## src/two_plane_track_angle_macros.svh

```systemverilog
// ----------------------------------------------------------------------------
// two plane track angle assertion macros
// shared property shorthands for the track angle block
// ----------------------------------------------------------------------------
`ifndef TWO_PLANE_TRACK_ANGLE_MACROS_SVH
`define TWO_PLANE_TRACK_ANGLE_MACROS_SVH

// same-cycle implication
`define TPTA_ASSERT_NOW(lbl, clk, rst, ante, cons, msg) \
   lbl: assert property (@(posedge clk) disable iff (rst) (ante) |-> (cons)) \
      else $error(msg);

// next-cycle implication
`define TPTA_ASSERT_NEXT(lbl, clk, rst, ante, cons, msg) \
   lbl: assert property (@(posedge clk) disable iff (rst) (ante) |=> (cons)) \
      else $error(msg);

`endif

```

## src/tpta_sqrt_cell.sv

```systemverilog
// ----------------------------------------------------------------------------
// tpta_sqrt_cell
// one digit of a bitwise integer square root, registered
// ----------------------------------------------------------------------------
module tpta_sqrt_cell #(
   parameter int VAL_W = 32
) (
   input  logic                   clock,
   input  logic [VAL_W-1:0]       val_i,
   input  logic [VAL_W/2+1:0]     rem_i,
   input  logic [VAL_W/2-1:0]     root_i,
   output logic [VAL_W-1:0]       val_o,
   output logic [VAL_W/2+1:0]     rem_o,
   output logic [VAL_W/2-1:0]     root_o
);

   localparam int ROOT_W = VAL_W / 2;
   localparam int REM_W  = ROOT_W + 2;

   logic [REM_W+1:0]  rem4;
   logic [REM_W+1:0]  trial;
   logic [REM_W+1:0]  diff;
   logic              ge;
   logic [VAL_W-1:0]  val_in, val_ff;
   logic [REM_W-1:0]  rem_in, rem_ff;
   logic [ROOT_W-1:0] root_in, root_ff;

   always_comb begin
      rem4    = {rem_i, val_i[VAL_W-1:VAL_W-2]};
      trial   = {2'b00, root_i, 2'b01};
      diff    = rem4 - trial;
      ge      = (rem4 >= trial);
      rem_in  = ge ? diff[REM_W-1:0] : rem4[REM_W-1:0];
      root_in = {root_i[ROOT_W-2:0], ge};
      val_in  = {val_i[VAL_W-3:0], 2'b00};
   end

   always_ff @(posedge clock) begin
      val_ff  <= val_in;
      rem_ff  <= rem_in;
      root_ff <= root_in;
   end

   assign val_o  = val_ff;
   assign rem_o  = rem_ff;
   assign root_o = root_ff;

endmodule

```

## config.mk

```make
export PLATFORM = sky130hd
export DESIGN_NAME = tpta_sqrt_cell
export DESIGN_NICKNAME = d
export VERILOG_FILES = /design/src/two_plane_track_angle_macros.svh /design/src/tpta_sqrt_cell.sv
export SDC_FILE = /design/constraint.sdc
export NUM_CORES = 1
export LEC_CHECK = 0
export ABC_AREA = 0
export BUFFER_PORTS_ARGS = -buffer_cell sky130_fd_sc_hd__buf_2
export CORE_ASPECT_RATIO = 1.25
export CORE_UTILIZATION = 35
export DETAILED_ROUTE_END_ITERATION = 7
export PLACE_DENSITY = 0.75
export SLEW_MARGIN = 20
export SYNTH_ARGS = -nofsm -noshare
export SYNTH_HDL_FRONTEND = slang
export SYNTH_SLANG_ARGS = --single-unit
```

## constraint.sdc

```tcl
create_clock -name clock -period 2.6 [get_ports clock]
set_input_delay 0.26 -clock clock [delete_from_list [all_inputs] [get_ports clock]]
set_output_delay 0.26 -clock clock [all_outputs]
set_load 0.1 [all_outputs]
```

==> results.cfg <==
[global_route]
grt_pass1_wl_mm = 8.76
grt_remaining_overflow = 0
grtUsageTotal = 0.156
grt_max_degree = 12
grt_pass1_vias = 1929
antenna_found_initial = 0

[synth]
synth-seq-cells = 64
synth_area_um2 = 2500
syn_inst = 230
synth_edf_count = 0
synth_area_per_cell_um2 = 10.9
ys_seq_area_frac = 0.513
synth_cell_types = 43
ys_warn_count = 0
async_reset_ff_frac = 0
synth_flop_cell = dfxtp_1

[routing]
wl_per_cell_um = 12.5
drt_iter0_markers = 42
firstDrtPassIters = 4
drc = 0
drt-total-wl_mm = 5.83
vias = 2109
vias_per_cell = 4.54
postRouteAntennaNets = 0

[die]
coreArea_um2 = 6930
die_h_um = 96.4
die_w_um = 77.6
start_util = 0.360
die_area_um2 = 7480
boundaryPins = 133
rows = 34

[finish]
final_common_cell = buf_2
stdcell_area_um2 = 3420
fin_cells = 465
fin_nets = 455
diodes = 0
drive_gt1_frac = 0.448
area_delta_synth_final_pct = 36.9
fillerInstances = 680
final_cell_mix = 130 x buf_2, 64 x dfxtp_1, 20 x inv_1

[place]
dpl.cell_count = 449
dp_hpwl_mm = 4.59
place_congestion = 0.820
place_area_um2 = 3250
portBuffers = 130

[clock_tree]
clockBufferDepth = 2
cts_buffers = 9
cts.sinks = 64
cts_setup_buffers = 0
cts_root_buf = clkbuf_8
tritoncts = yes
h-tree-depth = 3
postCtsResizedCells = 0
path_clk_slew_ps = 70
cts_hold_buf = 0

[run]
drv_cap = 0

[critical_path]
worstPathCellList = buf_2 -> inv_1 -> ha_1 -> nand2b_1 -> a21oi_1 -> nor2b_2 -> o21ai_2 -> o21ai_2 -> o211ai_4 -> buf_4 -> mux2_2
worstSetupPathType = primary input to flip-flop
critPathLaunch = val_i[30]
crit_top_cell = o21ai_2
crit_buf_inv = 3
worstSetupStartpointType = primary input
end_kind = flip-flop
critPathRequiredTime_ps = 2830
arrival_ps = 2230
cpPeakStageDelay_ps = 350
slowest_stage = mux2_2
critPathTopFamily = compound AO/OA/AOI/OAI gates
crit_path_max_fanout = 10

[timing]
final.min_clock_period_ps = 2000
fmax_mhz = 500
drv_slew = 0
setup_viol = 0
rsz0062_at_grt = no
period_share = 0.769
setup_tns_ps = 0
hold_violations = 0

[power_and_ir_drop]
leakagePower_nw = 1.71
irDropWorstVdd_mv = 0.336
power.density_nw_per_um2 = 888

[min_path]
hp-class = primary input to flip-flop
min_from = val_i[0]

[run_status]
outcome = finished clean
## flip-flops by register name, indices dropped and copies added, names as in the netlist
| name | cells |
|---|---|
| rem_o | 18 |
| root_o | 16 |
| val_o | 30 |
## stage by stage
| stage | hold slack (ps) | utilization | total power [mW] | worst slack, ps |
|---|---|---|---|---|
| CTS | 3.04 | 0.493 | 3.08 | 585 |
| global placement | 362 | 0.469 | 2.33 | 222 |
| floorplan | 288 | - | 2.13 | 506 |
| global route | 2.80 | 0.493 | 3.17 | 452 |
| detailed placement | 364 | 0.469 | 2.34 | 224 |
| finish | 19.8 | 0.493 | 3.03 | 602 |
## cell type report
cell class	count	area, um^2	area share
multi-input cells	141	1100	0.323
flip-flops and latches	64	1280	0.375
inverters	20	75.1	0.0220
clock inverters	6	36.3	0.0106
clock buffers	10	128	0.0373
well taps	90	113	0.0329
repair buffers	134	681	0.199
## worst paths after layout
check / cells after the start / endpoint / slack, ps
worst max-delay path: 11 / rem_o[3]$_DFF_P_ / 600
worst min-delay path: 1 / val_o[2]$_DFF_P_ / 20
## cells in the mapped netlist (2+ instances only)
library cell / instances / area [um^2]
mux2_1: 2 / 22.5
o21a_1: 6 / 45.0
nand4_1: 2 / 12.5
buf_2: 2 / 10.0
nand2b_1: 3 / 18.8
o21ai_2: 2 / 17.5
mux2_2: 13 / 146
a211oi_1: 3 / 22.5
o21ai_0: 2 / 10.0
a21oi_1: 15 / 75.1
dfxtp_1: 64 / 1280
nand3_1: 5 / 25.0
mux2i_1: 3 / 30.0
a31oi_1: 3 / 18.8
nand2_1: 12 / 45.0
nor3_1: 6 / 30.0
buf_4: 2 / 15.0
a21o_1: 2 / 15.0
inv_1: 20 / 75.1
xnor2_1: 10 / 87.6
ha_1: 18 / 225
nor2_1: 11 / 41.3
xor2_1: 4 / 35.0
## power by group
group	internal, mW	total (mW)	switching (mW)
clock network	0.340	0.720	0.380
registers	1.08	1.10	0.0208
logic	0.249	1.21	0.965
## layer usage
metal / vias up / global-route usage / routed length [um]
li1: 1072 / - / -
met1: 926 / 0.167 / 2400
met2: 99 / 0.272 / 2840
met3: 12 / 0.0526 / 449
met4: 0 / 0.0849 / 131
met5: - / 0 / 0
## logic make-up (layout without fill, tap and decap cells)
| group | after synthesis | in the layout | share of synthesized area |
|---|---|---|---|
| mux | 18 | 18 | 0.0797 |
| fa+ha+maj | 18 | 18 | 0.0902 |
| other cells | 1 | 2 | 0.00150 |
| simple gates | 46 | 46 | 0.0897 |
| flops | 64 | 64 | 0.513 |
| buf+inv | 26 | 170 | 0.0461 |
| compound gates | 43 | 43 | 0.131 |
| xor+xnor | 14 | 14 | 0.0491 |
Note: power is estimated with default switching activity, not from simulation.
