## src/two_plane_track_angle_macros.svh

```systemverilog
// ----------------------------------------------------------------------------
// two plane track angle assertion macros
// shared property shorthands for the track angle block
// ----------------------------------------------------------------------------
`ifndef TWO_PLANE_TRACK_ANGLE_MACROS_SVH
`define TWO_PLANE_TRACK_ANGLE_MACROS_SVH

// same-cycle implication
`define TPTA_ASSERT_NOW(lbl, clk, rst, ante, cons, msg) \
   lbl: assert property (@(posedge clk) disable iff (rst) (ante) |-> (cons)) \
      else $error(msg);

// next-cycle implication
`define TPTA_ASSERT_NEXT(lbl, clk, rst, ante, cons, msg) \
   lbl: assert property (@(posedge clk) disable iff (rst) (ante) |=> (cons)) \
      else $error(msg);

`endif

```

## src/tpta_div_cell.sv

```systemverilog
// ----------------------------------------------------------------------------
// tpta_div_cell
// one restoring division step, registered, handing state to the next cell
// ----------------------------------------------------------------------------
module tpta_div_cell #(
   parameter int REM_W = 16,
   parameter int NUM_W = 32
) (
   input  logic             clock,
   input  logic [REM_W-1:0] rem_i,
   input  logic [NUM_W-1:0] num_i,
   input  logic [NUM_W-1:0] quo_i,
   input  logic [REM_W-1:0] div_i,
   output logic [REM_W-1:0] rem_o,
   output logic [NUM_W-1:0] num_o,
   output logic [NUM_W-1:0] quo_o,
   output logic [REM_W-1:0] div_o
);

   logic [REM_W:0]   rem2;
   logic [REM_W:0]   diff;
   logic             ge;
   logic [REM_W-1:0] rem_in, rem_ff;
   logic [NUM_W-1:0] num_in, num_ff;
   logic [NUM_W-1:0] quo_in, quo_ff;
   logic [REM_W-1:0] div_ff;

   always_comb begin
      rem2   = {rem_i, num_i[NUM_W-1]};
      diff   = rem2 - {1'b0, div_i};
      ge     = (rem2 >= {1'b0, div_i});
      rem_in = ge ? diff[REM_W-1:0] : rem2[REM_W-1:0];
      num_in = {num_i[NUM_W-2:0], 1'b0};
      quo_in = {quo_i[NUM_W-2:0], ge};
   end

   always_ff @(posedge clock) begin
      rem_ff <= rem_in;
      num_ff <= num_in;
      quo_ff <= quo_in;
      div_ff <= div_i;
   end

   assign rem_o = rem_ff;
   assign num_o = num_ff;
   assign quo_o = quo_ff;
   assign div_o = div_ff;

endmodule

```

## config.mk

```make
export PLATFORM = sky130hd
export DESIGN_NAME = tpta_div_cell
export DESIGN_NICKNAME = d
export VERILOG_FILES = /design/src/two_plane_track_angle_macros.svh /design/src/tpta_div_cell.sv
export SDC_FILE = /design/constraint.sdc
export NUM_CORES = 1
export LEC_CHECK = 0
export BUFFER_PORTS_ARGS = -buffer_cell sky130_fd_sc_hd__buf_4
export CAP_MARGIN = 20
export CORE_UTILIZATION = 44
export CTS_BUF_LIST = sky130_fd_sc_hd__clkbuf_4
export DETAILED_ROUTE_END_ITERATION = 6
export GPL_ROUTABILITY_DRIVEN = 1
export PLACE_DENSITY = 0.91
export RECOVER_POWER = 50
export SLEW_MARGIN = 20
export SYNTH_ARGS = -nofsm -noshare
export SYNTH_HDL_FRONTEND = slang
export SYNTH_SLANG_ARGS = --single-unit
```

## constraint.sdc

```tcl
create_clock -name clock -period 3.5 [get_ports clock]
set_input_delay 0.7 -clock clock [delete_from_list [all_inputs] [get_ports clock]]
set_output_delay 0.7 -clock clock [all_outputs]
set_load 0.005 [all_outputs]
```

==> qor.yml <==
drive_gt1_share_pct: 48.2
crit_type: "input pin to flip-flop"
cp_top_family: "compound AO/OA/AOI/OAI gates"
initial_core_util_pct: 45.3
synth_warnings: 0
period_share_pct: 75.8
final_hold_viol_count: 0
pre_cts_slack_ns: 0.428
synth.most_common_cell: "dfxtp_1"
cts_resized: 0
synthesis.area_um2: 3060
detail_route.iter0.violations: 68
grt_pass1_vias: 2407
min_period_ns: 2.65
cts.path.max_buffers: 2
intPower_mw: 1.66
p_leak_nw: 2.32
rows: 30
port_buffers: 190
cp-start-kind: "input pin"
yosys_register_bits: 95
dieWidth_um: 85.4
avgViaCountPerCell: 4.74
setup_slack_ns: 0.848
worstHoldEndpoint: "num_o[30]$_DFF_P_"
max_slew.worst_pin.slew_ns: 0.559
detail_route.wl_per_cell_um: 14.8
drc_errors: 0
multi_input_area_um2: 1030
async_reset_ff_share_pct: 0
rsz0062_at_grt: "no"
power_mw: 2.24
cp_slowest_cell: "a31oi_4"
slew_headroom_pct: 62.5
vias: 2529
power.switching_mw: 0.583
antenna_found_initial: 0
synth_ff_type: "dfxtp_1"
fillers: 471
comb_power_share_pct: 19.9
pwr-share-clk_pct: 27.0
required_ns: 3.84
areaGrowthSynthToFinish_pct: 53.4
tritoncts: "built"
max_cap_violations: 0
synth_edf_count: 0
yosys.area.top_type_share_pct: 62.2
grt-ovfl-total: 0
cp_slowest_stage_delay_ns: 0.36
yosysUniqueCellTypes: 40
hold_start: "num_i[29]"
dieArea_um2: 7290
gp_congestion: 0.850
path_buf_inv: 3
max_freq_mhz: 377
hold_depth: 1
ios: 193
seq_power_share_pct: 53.1
clk_pin_slew_ns: 0.15
path_max_fanout: 12
grt_pass1_wl_um: 11900
cts-htree-levels: 3
antenna_left: 0
crit_chain: "clkbuf_1 -> inv_1 -> ha_1 -> a21oi_1 -> o211ai_1 -> o21ai_2 -> o211ai_2 -> a31oi_4 -> buf_12 -> mux2_2"
max-vdd-ir-drop_mv: 0.199
sw_frac_of_total_pct: 26.0
grt_use_total_pct: 21.7
fin_nets: 563
dp_hpwl_um: 6400
syn_nets: 366
cts-root-buf: "clkbuf_4"
yosysTopAreaCell: "dfxtp_1"
hold_path.class: "input pin to flip-flop"
powerDensity_nw_per_um2: 478
synthTopCellsByCount: "dfxtp_1 (95), inv_1 (22), ha_1 (16)"
finalMaxSlewViolations: 0
coreArea_um2: 6760
cts_buffers: 9
clock_sink_count: 95
first_pass_iters: 4
die_y_um: 85.4
diodes: 0
postCtsHoldBufs: 0
postSynthAreaPerCell_um2: 12.1
netlist_instances: 252
synth_area_leaders: "dfxtp_1 (62%), ha_1 (6.5%), mux2_4 (2.9%)"
ys_seq_area_share_pct: 62.2
crit_path_end_kind: "flip-flop"
arrival_ns: 3.00
report.final.setup_viol: 0
grt_max_degree: 18
final-seq-area_um2: 1900
cts_setup_buffers: 0
holdWs_ns: 0.376
status: "complete, no violations"
tns_ns: 0
wirelength_um: 7900
## final cells by class
class / instances / share of cell area [%]
timing repair buffer: 191 / 30.3
sequential: 95 / 40.5
multi-input combinational: 130 / 22.1
inverter: 22 / 1.76
clock inverter: 7 / 1.73
clock buffer: 9 / 1.44
tap: 80 / 2.13
## through the flow
step	util [%]	cells	cell area, um^2
global placement	67.6	518	4570
finish	69.4	534	4690
floorplan	-	252	3060
CTS	69.8	534	4710
global route	69.4	534	4690
detailed placement	67.6	518	4570
## kinds of logic after synthesis
logic type	Yosys count	synth area share [%]
xor+xnor	9	2.58
fa+ha+maj	17	7.20
flops	95	62.2
simple gates	33	5.40
compound gates	55	12.4
mux	15	6.18
other cells	1	0.123
buf+inv	27	3.97
## power by group through the flow
stage | sequential, mW | clock, mW | combinational [mW]
floorplan | 1.23 | 0 | 0.191
global placement | 1.21 | 0 | 0.445
detailed placement | 1.22 | 0 | 0.458
CTS | 1.19 | 0.627 | 0.461
global route | 1.20 | 0.673 | 0.484
finish | 1.19 | 0.606 | 0.446
## worst max path at each step
stage,start,end,slack (ns),cells after the start
final,div_i[8],rem_o[7]$_DFF_P_,0.85,10
after detailed placement,num_i[31],rem_o[12]$_DFF_P_,0.43,10
after CTS,num_i[31],rem_o[12]$_DFF_P_,0.90,10
after global routing,num_i[31],rem_o[12]$_DFF_P_,0.68,10
after global placement,num_i[31],rem_o[12]$_DFF_P_,0.47,10
after floorplan,div_i[4],rem_o[10]$_DFF_P_,0.79,9
## sequential cells by signal, summed over array words and instances, names as in the netlist
signal and flops:
rem_o 16, quo_o 32, div_o 16, num_o 31
## layout by cell type, fill, tap and decap left out, types with 2 or more instances in the layout
| cell type | netlist | routed |
|---|---|---|
| nand2_1 | 8 | 8 |
| buf_4 | 3 | 95 |
| clkinvlp_4 | 0 | 2 |
| nor2_1 | 12 | 12 |
| o31a_1 | 2 | 2 |
| mux2i_1 | 2 | 2 |
| nand3_1 | 3 | 3 |
| dfxtp_1 | 95 | 95 |
| mux2_2 | 7 | 7 |
| inv_8 | 0 | 2 |
| ha_1 | 16 | 16 |
| a21o_1 | 7 | 7 |
| nor2b_1 | 3 | 3 |
| o21ai_0 | 12 | 12 |
| a211oi_1 | 5 | 5 |
| nand4_1 | 2 | 2 |
| mux2_4 | 6 | 6 |
| inv_1 | 22 | 22 |
| a21boi_0 | 2 | 2 |
| clkbuf_4 | 0 | 98 |
| a21oi_1 | 14 | 14 |
| o21a_1 | 3 | 3 |
| xor2_1 | 3 | 3 |
| clkbuf_1 | 0 | 6 |
| xnor2_1 | 6 | 6 |
## metal layers
layer	vias to the layer above	GRT usage (%)	share of wire (%)
met5	-	0	0
met4	0	8.94	1.9
met3	13	6.03	6.9
met2	108	41.3	54
met1	1156	22.2	37
li1	1252	-	-
(Power assumes the default switching activity.)
