==> config.mk <==
export PLATFORM = sky130hd
export DESIGN_NAME = tpta_cordic_cell
export DESIGN_NICKNAME = d
export VERILOG_FILES = /design/src/two_plane_track_angle_macros.svh /design/src/tpta_pkg.sv /design/src/tpta_cordic_cell.sv
export SDC_FILE = /design/constraint.sdc
export NUM_CORES = 1
export LEC_CHECK = 0
export BUFFER_PORTS_ARGS = -buffer_cell sky130_fd_sc_hd__buf_4
export CORE_UTILIZATION = 56
export DETAILED_ROUTE_END_ITERATION = 12
export GPL_TIMING_DRIVEN = 1
export HOLD_SLACK_MARGIN = 0.1
export PLACE_DENSITY = 0.85
export SLEW_MARGIN = 20
export SYNTH_ARGS = -nofsm -noshare
export SYNTH_HDL_FRONTEND = slang
export SYNTH_SLANG_ARGS = --single-unit
==> constraint.sdc <==
create_clock -name clock -period 3.5 [get_ports clock]
set_input_delay 0.7 -clock clock [delete_from_list [all_inputs] [get_ports clock]]
set_output_delay 0.7 -clock clock [all_outputs]
set_load 0.005 [all_outputs]
==> src/two_plane_track_angle_macros.svh <==
// ----------------------------------------------------------------------------
// two plane track angle assertion macros
// shared property shorthands for the track angle block
// ----------------------------------------------------------------------------
`ifndef TWO_PLANE_TRACK_ANGLE_MACROS_SVH
`define TWO_PLANE_TRACK_ANGLE_MACROS_SVH

// same-cycle implication
`define TPTA_ASSERT_NOW(lbl, clk, rst, ante, cons, msg) \
   lbl: assert property (@(posedge clk) disable iff (rst) (ante) |-> (cons)) \
      else $error(msg);

// next-cycle implication
`define TPTA_ASSERT_NEXT(lbl, clk, rst, ante, cons, msg) \
   lbl: assert property (@(posedge clk) disable iff (rst) (ante) |=> (cons)) \
      else $error(msg);

`endif

==> src/tpta_pkg.sv <==
// ----------------------------------------------------------------------------
// tpta_pkg
// widths, codes and tables shared by the track angle pipeline
// ----------------------------------------------------------------------------
package tpta_pkg;

   localparam int CORDIC_STAGES_DEF = 16;
   localparam int CORDIC_MAX        = 24;

   localparam int COORD_W   = 15;
   localparam int OUT_W     = 16;
   localparam int SPACING_W = 15;
   localparam int GAP_W     = 12;
   localparam int CSR_DATA_W = 15;

   localparam logic [SPACING_W-1:0] SPACING_RST = 15'd3200;
   localparam logic [GAP_W-1:0]     GAP_RST     = 12'd205;

   // interpolation divider: 32 bit dividend, divisor 2*spacing
   localparam int DIVX_NUM_W = 32;
   localparam int DIVX_REM_W = 16;
   // cosine divider: quotient bits 30..0, divisor up to 33 bits
   localparam int DIVC_NUM_W = 31;
   localparam int DIVC_REM_W = 33;
   // integer square root of the cosine quotient
   localparam int SQRT_VAL_W = 32;
   localparam int SQRT_ROOT_W = SQRT_VAL_W / 2;

   localparam int CORE_STAGES = DIVC_NUM_W + SQRT_ROOT_W;
   localparam int DIVX_PAD    = CORE_STAGES - DIVX_NUM_W;

   // cordic datapath
   localparam int CX_W = 35;
   localparam int CZ_W = 25;
   localparam logic signed [CZ_W-1:0] Z_HALF_PI = 25'sd4194304;
   localparam logic signed [16:0]     Y_SCALE   = 17'sd46341;

   typedef enum logic [0:0] {
      REG_PLANE_SPACING = 1'b0,
      REG_CATHODE_GAP   = 1'b1
   } csr_index_type;

   // atan(2^-i) in units of pi/2^23
   function automatic logic signed [CZ_W-1:0] atan_entry(input int unsigned idx);
      logic signed [CZ_W-1:0] v;
      case (idx)
         0:  v = 25'sd2097152;
         1:  v = 25'sd1238021;
         2:  v = 25'sd654136;
         3:  v = 25'sd332050;
         4:  v = 25'sd166669;
         5:  v = 25'sd83416;
         6:  v = 25'sd41718;
         7:  v = 25'sd20860;
         8:  v = 25'sd10430;
         9:  v = 25'sd5215;
         10: v = 25'sd2608;
         11: v = 25'sd1304;
         12: v = 25'sd652;
         13: v = 25'sd326;
         14: v = 25'sd163;
         15: v = 25'sd81;
         16: v = 25'sd41;
         17: v = 25'sd20;
         18: v = 25'sd10;
         19: v = 25'sd5;
         20: v = 25'sd3;
         21: v = 25'sd1;
         22: v = 25'sd1;
         default: v = 25'sd0;
      endcase
      return v;
   endfunction

endpackage

==> src/tpta_cordic_cell.sv <==
// ----------------------------------------------------------------------------
// tpta_cordic_cell
// one vectoring micro-rotation with a fixed shift and angle
// ----------------------------------------------------------------------------
module tpta_cordic_cell #(
   parameter int IDX = 0
) (
   input  logic                              clock,
   input  logic signed [tpta_pkg::CX_W-1:0]  x_i,
   input  logic signed [tpta_pkg::CX_W-1:0]  y_i,
   input  logic signed [tpta_pkg::CZ_W-1:0]  z_i,
   output logic signed [tpta_pkg::CX_W-1:0]  x_o,
   output logic signed [tpta_pkg::CX_W-1:0]  y_o,
   output logic signed [tpta_pkg::CZ_W-1:0]  z_o
);

   localparam logic signed [tpta_pkg::CZ_W-1:0] ATAN = tpta_pkg::atan_entry(IDX);

   logic signed [tpta_pkg::CX_W-1:0] xs, ys;
   logic signed [tpta_pkg::CX_W-1:0] x_in, x_ff, y_in, y_ff;
   logic signed [tpta_pkg::CZ_W-1:0] z_in, z_ff;

   always_comb begin
      xs = x_i >>> IDX;
      ys = y_i >>> IDX;
      // zero y counts as positive
      if (!y_i[tpta_pkg::CX_W-1]) begin
         x_in = x_i + ys;
         y_in = y_i - xs;
         z_in = z_i + ATAN;
      end else begin
         x_in = x_i - ys;
         y_in = y_i + xs;
         z_in = z_i - ATAN;
      end
   end

   always_ff @(posedge clock) begin
      x_ff <= x_in;
      y_ff <= y_in;
      z_ff <= z_in;
   end

   assign x_o = x_ff;
   assign y_o = y_ff;
   assign z_o = z_ff;

endmodule

==> impl_results.md <==
- DRT antenna net count: 0
- Clk slew on worst S/H paths: 0.07 ns
- H-tree levels: 3
- Post-cts resize count: 0
- CTS root buf: clkbuf_16
- CP startpoint: x_i[4]
- Mean post-synth cell area: 7.84 um2
- Largest stage delay, worst path: 0.56 ns
- Fin nets: 1485
- Distinct cells, synth: 69
- Top_reg_cell synth: dfxtp_1
- CTS Sinks: 94
- RSZ-0062 raised after global routing: no
- Yosys top cell by area: dfxtp_1
- Post-CTS setup repair buffer count: 0
- Fin worst setup slack: 0.285 ns
- Post-Route WL: 25900 um
- Startpoint types: input pin
- Detailed Route Iter0 Violations: 785
- Crit share post-route: 0.919
- Synth top area cells: dfxtp_1 23%, ha_1 16%, a21oi_1 6.9%
- Average via count per standard cell: 5.91
- Worst-path maximum fanout: 6
- Initial antenna violation count: 0
- Gpl congestion: 1.04
- DIE AREA: 14900 um2
- Inserted Diodes: 0
- Post-DR wirelength/cell: 17.7 um
- IO buf count: 190
- TritonCTS Buffers: 9
- Worst slew margin: 0.579
- Share of cells above drive strength 1: 0.251
- Worst EP required: 3.78 ns
- Most frequent cell after synthesis: a21oi_1
- Leakage power: 5.22 nW
- Die height: 122 um
- I/O pin cnt: 191
- Hold Vio Cnt, Final: 0
- Hold Crit Class: in -> reg
- Multi-input logic area: 5580 um2
- Maximum clock insertion buffer count: 2
- Cell row count: 43
- Core footprint: 14000 um2
- Syn Std Cell Area: 8080 um2
- Post-DP HPWL: 20500 um
- Crit path cell chain: buf_4 > inv_1 > ha_1 > buf_4 > inv_1 > a21oi_2 > a31oi_1 > buf_4 > o31ai_1 > o311ai_1 > nand2_1 > o221ai_1 > a21oi_1 > xnor2_1
- Layout Area Growth over Synthesis: 30.7%
- Cts hold-fix bufs: 0
- Pin count of the biggest net entering global routing: 52
- Asr flop ratio synth: 0
- Fmax: 0.311 GHz
- Hold slack: 0.440 ns
- Critical Path End Type: flop
- Pre-antenna DRT Iters: 6
- Layout fillers: 1082
- Residual DRC: 0
- Vias in the first global route: 8133
- EDFF count, synth: 0
- Post-place setup slack: -0.0249 ns
- YS warnings: 0
- CP delay by family, top: compound AO/OA/AOI/OAI gates
- Syn nets: 1234
- Final Max Tran Viols: 0
- Die X-Extent: 122 um
- Critical Path Slowest Stage Cell: o31ai_1
- Worst vdd ir: 253 uV
- Slew @ Worst Pin: 0.626 ns
- Setup violations, final: 0
- Yosys reg bits: 94
- TritonCTS clock tree: yes
- Commonest cells in the netlist: 111 x a21oi_1, 105 x inv_1, 104 x ha_1
- Start point of the worst hold path: z_i[13]
- Power Density: 394 nW/um2
- Sequential share of the synthesized area: 0.233
- Cell mode on critical path: buf_4
- Synth Instances: 1030
- Max Cap Viol: 0
- First-pass GRT wire length: 41000 um
- Vias: 8670
- Grt ovf: 0
- Placed cells: 1450
- Run status: finished, final reports clean
- Crit path kind: in -> reg
- Finished Layout Cells: 1466
- Initial core utilization: 0.577
- Total Routing Usage GR: 0.350
- Post-synth top area share: 0.233
- Flip-flop and latch area: 1880 um2
- CP Data Arrival Time: 3.50 ns
- Buf/Inv on CP: 5
- Final Critical Period: 3.22 ns
==> layout make-up <==
cell class	count	area share
clock buffers	11	0.0230
clock inverters	5	0.00605
inverters	109	0.0388
multi-input cells	780	0.528
flip-flops and latches	94	0.178
well taps	180	0.0213
repair buffers	287	0.204
==> through the flow <==
stage	utilization	setup TNS [ns]	area (um2)	power, mW
after floorplan	-	0	8080	2.26
after global placement	0.732	0	10200	3.07
after detailed placement	0.732	-0.0489	10200	3.09
after CTS	0.754	0	10600	4.15
after global routing	0.754	0	10600	4.38
final	0.754	0	10600	4.16
==> state kept, by name, summed over array words and instances (netlist names) <==
name	count
z_o	25
x_o	34
y_o	35
==> power breakdown <==
part	switching (mW)	internal [mW]	total, mW
clock	0.463	0.581	1.04
sequential	0.0725	1.28	1.36
combinational	0.900	0.858	1.76
==> worst paths after layout <==
| kind | to | slack [ns] | cells after the start |
|---|---|---|---|
| max | y_o[21] | 0.28 | 14 |
| min | z_o[13] | 0.44 | 1 |
==> logic make-up (layout without fill, tap and decap cells) <==
group / Yosys count / in the layout / share of synthesized area
AOI/OAI and AO/OA: 349 / 349 / 0.283
DFF: 94 / 94 / 0.233
xor gates and xnor gates: 69 / 69 / 0.0748
and+or+nand+nor: 238 / 238 / 0.142
adders and majority gates: 108 / 108 / 0.171
muxes: 16 / 16 / 0.0198
buffers and inverters: 156 / 412 / 0.0767
==> cell usage in the layout, fill, tap and decap left out, drive strengths merged, types with 4 or more instances in the layout <==
cell type	netlist	routed
ha	104	104
nor3	13	13
nand3	11	11
mux2i	16	16
a221oi	9	9
inv	107	109
nor2	84	84
clkbuf	24	11
xor2	9	9
o221ai	4	4
a21o	31	31
nand4	12	12
nor4	7	7
o211ai	6	6
a31oi	9	9
a21oi	115	115
o41ai	6	6
nor2b	12	12
and2	6	6
and4	5	5
or3	5	5
a221o	4	4
o21bai	30	30
xnor2	60	60
nand2	53	53
fa	4	4
o21a	6	6
nand2b	17	17
buf	23	287
o31ai	10	10
dfxtp	94	94
a211oi	16	16
o21ai	76	76
==> layer usage <==
metal  track usage  up-vias  share of wire
met1         0.453     3942           0.41
met3        0.0576       89          0.098
li1              -     4095              -
met5             0        -              0
met2         0.571      544           0.45
met4         0.155        0          0.037
No activity file was read; power rests on OpenSTA's default activity.
